===== src/scdh_pkg.sv =====
// ----------------------------------------------------------------------------
// scdh_pkg
// Shared types and constants for the segment coverage depth histogram.
// ----------------------------------------------------------------------------
package scdh_pkg;

    localparam int unsigned InCoordW  = 40;
    localparam int unsigned DepthW    = 7;
    localparam int unsigned CountW    = 40;
    localparam int unsigned DeltaW    = 8;

    typedef struct packed {
        logic [InCoordW-1:0] seg_left;
        logic [InCoordW-1:0] seg_right;
        logic                final_segment;
    } t_in_item;

    typedef struct packed {
        logic [DepthW-1:0] depth;
        logic [CountW-1:0] point_count;
        logic              overflow;
        logic              last_result;
    } t_out_item;

    typedef enum logic [2:0] {
        ST_IDLE,
        ST_INS_LEFT,
        ST_INS_RIGHT,
        ST_SWEEP,
        ST_EMIT
    } t_state;

    // control broadcast from the controller to every cell
    typedef struct packed {
        logic insert;  // offer an event to the chain this cycle
        logic hit;     // some cell already holds the offered coordinate
        logic shift;   // sweep: move all entries one cell toward the head
        logic clear;   // drop every entry
    } t_cell_ctl;

endpackage


===== src/scdh_cell.sv =====
// ----------------------------------------------------------------------------
// scdh_cell
// One slot of the sorted event chain. Insert compares the broadcast
// coordinate with its own and its lower neighbor's, then keeps, merges,
// or takes the new or neighbor's entry. Sweep shifts entries to the head.
// ----------------------------------------------------------------------------
module scdh_cell #(
    parameter int unsigned CW = 41
) (
    input  logic                       i_clk,
    input  logic                       i_rst_n,
    input  scdh_pkg::t_cell_ctl        i_ctl,
    input  logic [CW-1:0]              i_coord,
    input  logic signed [scdh_pkg::DeltaW-1:0] i_delta,
    input  logic                       i_prev_valid,
    input  logic                       i_prev_gt,
    input  logic [CW-1:0]              i_prev_coord,
    input  logic signed [scdh_pkg::DeltaW-1:0] i_prev_delta,
    input  logic                       i_next_valid,
    input  logic [CW-1:0]              i_next_coord,
    input  logic signed [scdh_pkg::DeltaW-1:0] i_next_delta,
    output logic                       o_valid,
    output logic                       o_gt,
    output logic                       o_eq,
    output logic [CW-1:0]              o_coord,
    output logic signed [scdh_pkg::DeltaW-1:0] o_delta
);

    logic                               r_valid;
    logic [CW-1:0]                      r_coord;
    logic signed [scdh_pkg::DeltaW-1:0] r_delta;
    logic                               w_eq;

    // o_gt: this entry sits above the new coordinate and must move up
    assign o_gt    = r_valid && (r_coord > i_coord);
    assign w_eq    = r_valid && (r_coord == i_coord);
    assign o_eq    = w_eq;
    assign o_valid = r_valid;
    assign o_coord = r_coord;
    assign o_delta = r_delta;

    always_ff @(posedge i_clk) begin
        if (!i_rst_n || i_ctl.clear) begin
            r_valid <= 1'b0;
        end else if (i_ctl.shift) begin
            r_valid <= i_next_valid;
            r_coord <= i_next_coord;
            r_delta <= i_next_delta;
        end else if (i_ctl.insert) begin
            if (w_eq) begin
                r_delta <= r_delta + i_delta;
            end else if (!i_ctl.hit) begin
                if (o_gt) begin
                    if (i_prev_gt) begin
                        r_coord <= i_prev_coord;
                        r_delta <= i_prev_delta;
                    end else begin
                        r_coord <= i_coord;
                        r_delta <= i_delta;
                    end
                end else if (!r_valid && i_prev_valid && !i_prev_gt) begin
                    r_valid <= 1'b1;
                    r_coord <= i_coord;
                    r_delta <= i_delta;
                end else if (!r_valid && i_prev_gt) begin
                    r_valid <= 1'b1;
                    r_coord <= i_prev_coord;
                    r_delta <= i_prev_delta;
                end
            end
        end
    end

endmodule


===== config.mk =====
export PLATFORM = sky130hd
export DESIGN_NAME = scdh_cell
export DESIGN_NICKNAME = d
export VERILOG_FILES = /design/src/scdh_pkg.sv /design/src/scdh_cell.sv
export SDC_FILE = /design/constraint.sdc
export NUM_CORES = 1
export LEC_CHECK = 0
export ABC_CLOCK_PERIOD_IN_PS = 4900
export BUFFER_PORTS_ARGS = -buffer_cell sky130_fd_sc_hd__buf_2
export CELL_PAD_IN_SITES_DETAIL_PLACEMENT = 0
export CELL_PAD_IN_SITES_GLOBAL_PLACEMENT = 2
export CORE_MARGIN = 10
export CORE_UTILIZATION = 26
export DETAILED_ROUTE_END_ITERATION = 6
export PLACE_DENSITY = 0.8
export SLEW_MARGIN = 15
export SYNTH_ARGS = -nofsm -noshare
export SYNTH_HDL_FRONTEND = slang
export SYNTH_SLANG_ARGS = --single-unit
export TNS_END_PERCENT = 50

===== constraint.sdc =====
create_clock -name i_clk -period 4.9 [get_ports i_clk]
set_input_delay 0 -clock i_clk [delete_from_list [all_inputs] [get_ports i_clk]]
set_output_delay 0 -clock i_clk [all_outputs]
set_load 0.02 [all_outputs]

After elaboration in Yosys (flattened, before gate mapping). Index checks and enable logic that the tools add are counted.

Add/sub/neg operators: 1. $lt $le $gt $ge: 1. Equal/unequal tests: 5. Mux-type cells: 23. Bitwise operators: 1. Reduce and logical (&&, ||, !) cells: 16.

Operators with widths (count): $mux 41 (8); $mux 8 (8); $eq 41x41->1 (1); $gt 41x41->1 (1); $reduce_and 5->1 (2); $add 8x8->8 (1); $mux 1 (7); $ne 2x2->1 const B (3); $logic_and 1x1->1 (5); $reduce_bool 5->1 (1); $reduce_and 4->1 (1); $reduce_bool 4->1 (1); $logic_not 1->1 (3); $ne 3x2->1 const B (1); $reduce_bool 3->1 (1); $reduce_bool 2->1 (1); $logic_or 1x1->1 (1); $not 1->1 (1).

Register bits: 50. Input bits: 156. Output and inout bits: 52. Logic and storage cells: 50.

Logic depth before layout (Yosys ltp).
Word-level depth: 9. Gate-level depth with buffers: 11. Mapped depth without buffers: 11.

Worst setup path after synthesis. No wires, ideal clock.

Path type: reg2reg. Start point: reg r_coord[35] (netlist: o_coord[35]). End point: reg r_coord[0] (netlist: o_coord[0]), enable pin. Library setup time: 453 ps. Arrival time: 4002 ps. Data required time: 4447 ps. Path slack: 445 ps. Cell stages (with the launch flop): 10. Path buffers: 0. Clock period less this slack: 4455 ps. Path through: edfxtp_1 > ha_1 > nand4_1 > nor4_2 > nand2_1 > a31oi_1 > o31ai_2 > inv_1 > nand3b_1 > a21oi_1.

Cells in the longest elaborated chain, start to end: 4. Elaborated cells between the ends (all ways): 7. Those cells by class: order compare (1); eq/ne (2); reduce/logical (4).

RTL lines: from (decl) (line scdh_cell.sv:30) `logic [CW-1:0] r_coord;`; from (signal assigned) (line scdh_cell.sv:47) `r_coord <= i_next_coord;`; from (signal assigned) (line scdh_cell.sv:55) `r_coord <= i_prev_coord;`; from (signal assigned) (line scdh_cell.sv:58) `r_coord <= i_coord;`; $gt 41x41->1 (line scdh_cell.sv:35) `assign o_gt = r_valid && (r_coord > i_coord);`; $logic_and 1x1->1 (line scdh_cell.sv:35); net o_gt (line scdh_cell.sv:23) `output logic o_gt,`; $reduce_bool 4->1 (no line); $reduce_and 5->1 (no line).

The timed path passes the listed nets, and every way through them passes these cells. A chain may end at the register's enable or synchronous reset.

Worst setup path after layout.
Start point: reg r_coord[38] (netlist: o_coord[38]). End point: reg r_coord[12] (netlist: o_coord[12]), enable pin.

Cells in the longest elaborated chain, start to end: 4. Elaborated cells between the ends (all ways): 7. Those cells by class: order compare (1); eq/ne (2); reduce/logical (4).

RTL lines (line): $gt 41x41->1 / $eq 41x41->1 (equally long branches) (scdh_cell.sv:35, scdh_cell.sv:36); $logic_and 1x1->1, on equally long branches (scdh_cell.sv:35, scdh_cell.sv:36); $reduce_bool 4->1 (no line) / $ne 2x2->1 (equally long branches); $reduce_and 5->1 (no line) *.

Mark *: on every way between the ends. The rest lies on a longest branch, timed or not.

==> results.cfg <==
[outcome]
status = complete, no violations

[worst_hold_path]
hold_path_startpoint = i_next_coord[38]
min_path_type = in2reg

[clocking]
cts_setup_buffers = 0
clk_latency_ns = 0.29
htreeDepth = 2
cts.repair.resized = 0
clk_pin_slew_ns = 0.07
cts_root_buf = clkbuf_16
cts_tree = yes
cts_max_path_buffers = 2
numCtsBuffers = 5
cts.sinks = 50
hold_buffers = 8

[synthesis]
synth_top_family_by_area = adder cells
syn-num-nets = 631
synth_compound_area_frac = 0.154
async_reset_ff_frac = 0
synth_most_common_cell = nand2_1
synth_area_leaders = edfxtp_1 (37%), ha_1 (15%), mux2i_1 (12%), nand2_1 (5.6%), o21ai_1 (5.1%)
yosys-top-cells-count = nand2_1 (60), inv_1 (50), edfxtp_1 (49)
post_synth.cell_area_avg_um2 = 9.43
ys_ff_latch = 50
synthXorXnorAreaFrac = 0.0109
yosysTopAreaCellShare = 0.366
synth_edf_count = 49
synthSimpleGateAreaFrac = 0.117
synth_flop_cell = edfxtp_1
synth.largest_area_cell = edfxtp_1
ys_warn_count = 0
muxShareOfSynthArea = 0.120
netlist_area_um2 = 4020
yosysSeqAreaShare = 0.371
synth_cell_types = 49
synthAdderAreaFrac = 0.154
synth_cells = 426

[route]
vias = 3826
ant_nets = 0
drt_iter0_drc = 107
vias_per_cell = 4.63
routedWlPerCell_um = 16.9
routed_wl_mm = 14.0
drc = 0
dr.pass1.iters = 4

[sta]
max_slew.worst_pin.slew_ns = 0.929
finalSetupTns_ns = 0
max_freq_mhz = 276
fin_worst_skew_ns = 0.00574
rsz0062_at_grt = false
fin_crit_sh = 0.740
layout_min_cycle_time_ns = 3.63
setup_viol = 0
hold_violations = 0
slew_headroom = 0.381
slew_violations = 0

[finish]
final_util = 0.360
synthToLayoutAreaGrowth_pct = 35.8
drive_gt1_frac = 0.349
final_nets = 841

[global_route]
grt_pass1_wl_mm = 21.5
antenna_found_initial = 4
grt_start_max_net_pins = 93
grtUsageTotal = 0.129
first_global_vias = 4199
globalRouteOverflowTotal = 0

[placement]
portBuffers = 207
dp_hpwl_mm = 11.8
place.gp.congestion = 0.779

[worst_setup_path]
worstPathMaxFanout = 25
path_depth = 10
ff2ff_path_depth = 10
r2r-start = o_coord[38]$_DFFE_PP_
reg2reg_to = o_coord[12]$_DFFE_PP_
critical_path.cell_chain = ha_1 -> nand4_1 -> nor4b_1 -> nand2_1 -> a31oi_1 -> o31ai_2 -> inv_1 -> nand3b_1 -> a21oi_4 -> buf_4
crit_buf_inv = 2
startpoint = o_coord[38]$_DFFE_PP_
slowest_stage = a21oi_4
path_class = reg2reg
path_delay_family = compound AO/OA/AOI/OAI gates
endpoint_kind = register
worstSetupEndpoint = o_coord[12]$_DFFE_PP_
arrival_ns = 3.61
slowest_delay_ns = 0.75
reg2reg_slack_ns = 1.27
cp.required_ns = 4.88
start_kind = register

[power]
p_leak_nw = 2.63
comb_power_share = 0.269
p_int_w = 0.000821
seq_power_share = 0.435
swShare = 0.290
p_per_area_nw_per_um2 = 212
power_switching_w = 0.000336
clkPwrFrac = 0.296
ir_drop_v = 0.000127

[floorplan]
io-pin-count = 208
die_area_um2 = 20800
row_count = 45
fp.coreArea_um2 = 15100
initial_core_util = 0.265
die_h_um = 144
die_x_um = 144

[job]
cap_violations = 0
## per-stage QoR
step	area (µm²)	worst slack (ns)	std cells	power, W	hold slack (ns)
after floorplan	4020	0.445	426	0.000695	0.145
after CTS	5450	1.09	825	0.00118	0.0000904
after global placement	5230	1.29	809	0.000819	0.282
after detailed placement	5230	1.11	809	0.000824	0.290
after global routing	5450	0.838	826	0.00122	0.00877
final	5450	1.27	827	0.00116	0.00513
## worst register-to-register path, cell delays in order (launching register included)
cell      delay, ns
edfxtp_1       0.42
ha_1           0.32
nand4_1        0.21
nor4b_1        0.56
nand2_1        0.10
a31oi_1        0.21
o31ai_2        0.14
inv_1          0.09
nand3b_1       0.12
a21oi_4        0.75
buf_4          0.40
## cell usage in the layout (no fill, tap or decap), types with 3 or more instances in the layout
cell           count
nor2_1            11
edfxtp_1          49
nand2_1           60
mux2i_1           48
nor3_1             5
buf_2            207
dlygate4sd3_1      8
ha_1              48
o22ai_1            3
nand2b_1           3
clkinv_1           4
clkbuf_16          5
o21ai_1           41
a21oi_1           24
nand3_1            5
o21ai_0            9
nand4_1            7
inv_1             50
buf_4              4
xnor2_1            5
## power by group through the flow
stage	Sequential, W	Combinational [W]	Clock [W]
final	0.000503	0.000311	0.000342
after global routing	0.000505	0.000351	0.000368
after CTS	0.000503	0.000318	0.000355
after detailed placement	0.000513	0.000311	0
after global placement	0.000512	0.000307	0
after floorplan	0.000532	0.000162	0
## sequential cells by signal, indices dropped and copies added (netlist names)
signal and cells:
o_delta 8, o_coord 41, o_valid 1
## worst min path at each step
stage / to / slack, ns / cells after the start
after CTS: o_delta[4]$_DFFE_PP_ / 0.00009 / 2
after floorplan: o_valid$_SDFFE_PP0P_ / 0.14 / 2
after global routing: o_coord[5]$_DFFE_PP_ / 0.009 / 3
final: o_coord[38]$_DFFE_PP_ / 0.005 / 3
after detailed placement: o_valid$_SDFFE_PP0P_ / 0.29 / 3
after global placement: o_valid$_SDFFE_PP0P_ / 0.28 / 3
## final cells by class
type / instances / area (µm²)
antenna: 2 / 5.00
inverter: 52 / 195
multi-input combinational: 308 / 2240
fill: 1608 / 9690
timing repair buffer: 219 / 1150
sequential: 50 / 1490
clock inverter: 3 / 11.3
tap: 188 / 235
clock buffer: 5 / 125
## per-layer routing
metal | up-vias | routed length [µm] | GRT usage
met1 | 1721 | 5940 | 0.153
met2 | 138 | 6330 | 0.211
met5 | - | 12 | 0
met4 | 2 | 91 | 0.0207
li1 | 1956 | - | -
met3 | 9 | 1640 | 0.0610
## cell families after synthesis
family | count (synthesis)
fa+ha+maj | 49
xor+xnor | 5
simple gates | 103
compound gates | 103
flops | 50
mux | 48
buf+inv | 68
Power figures use the tool's default switching activity.
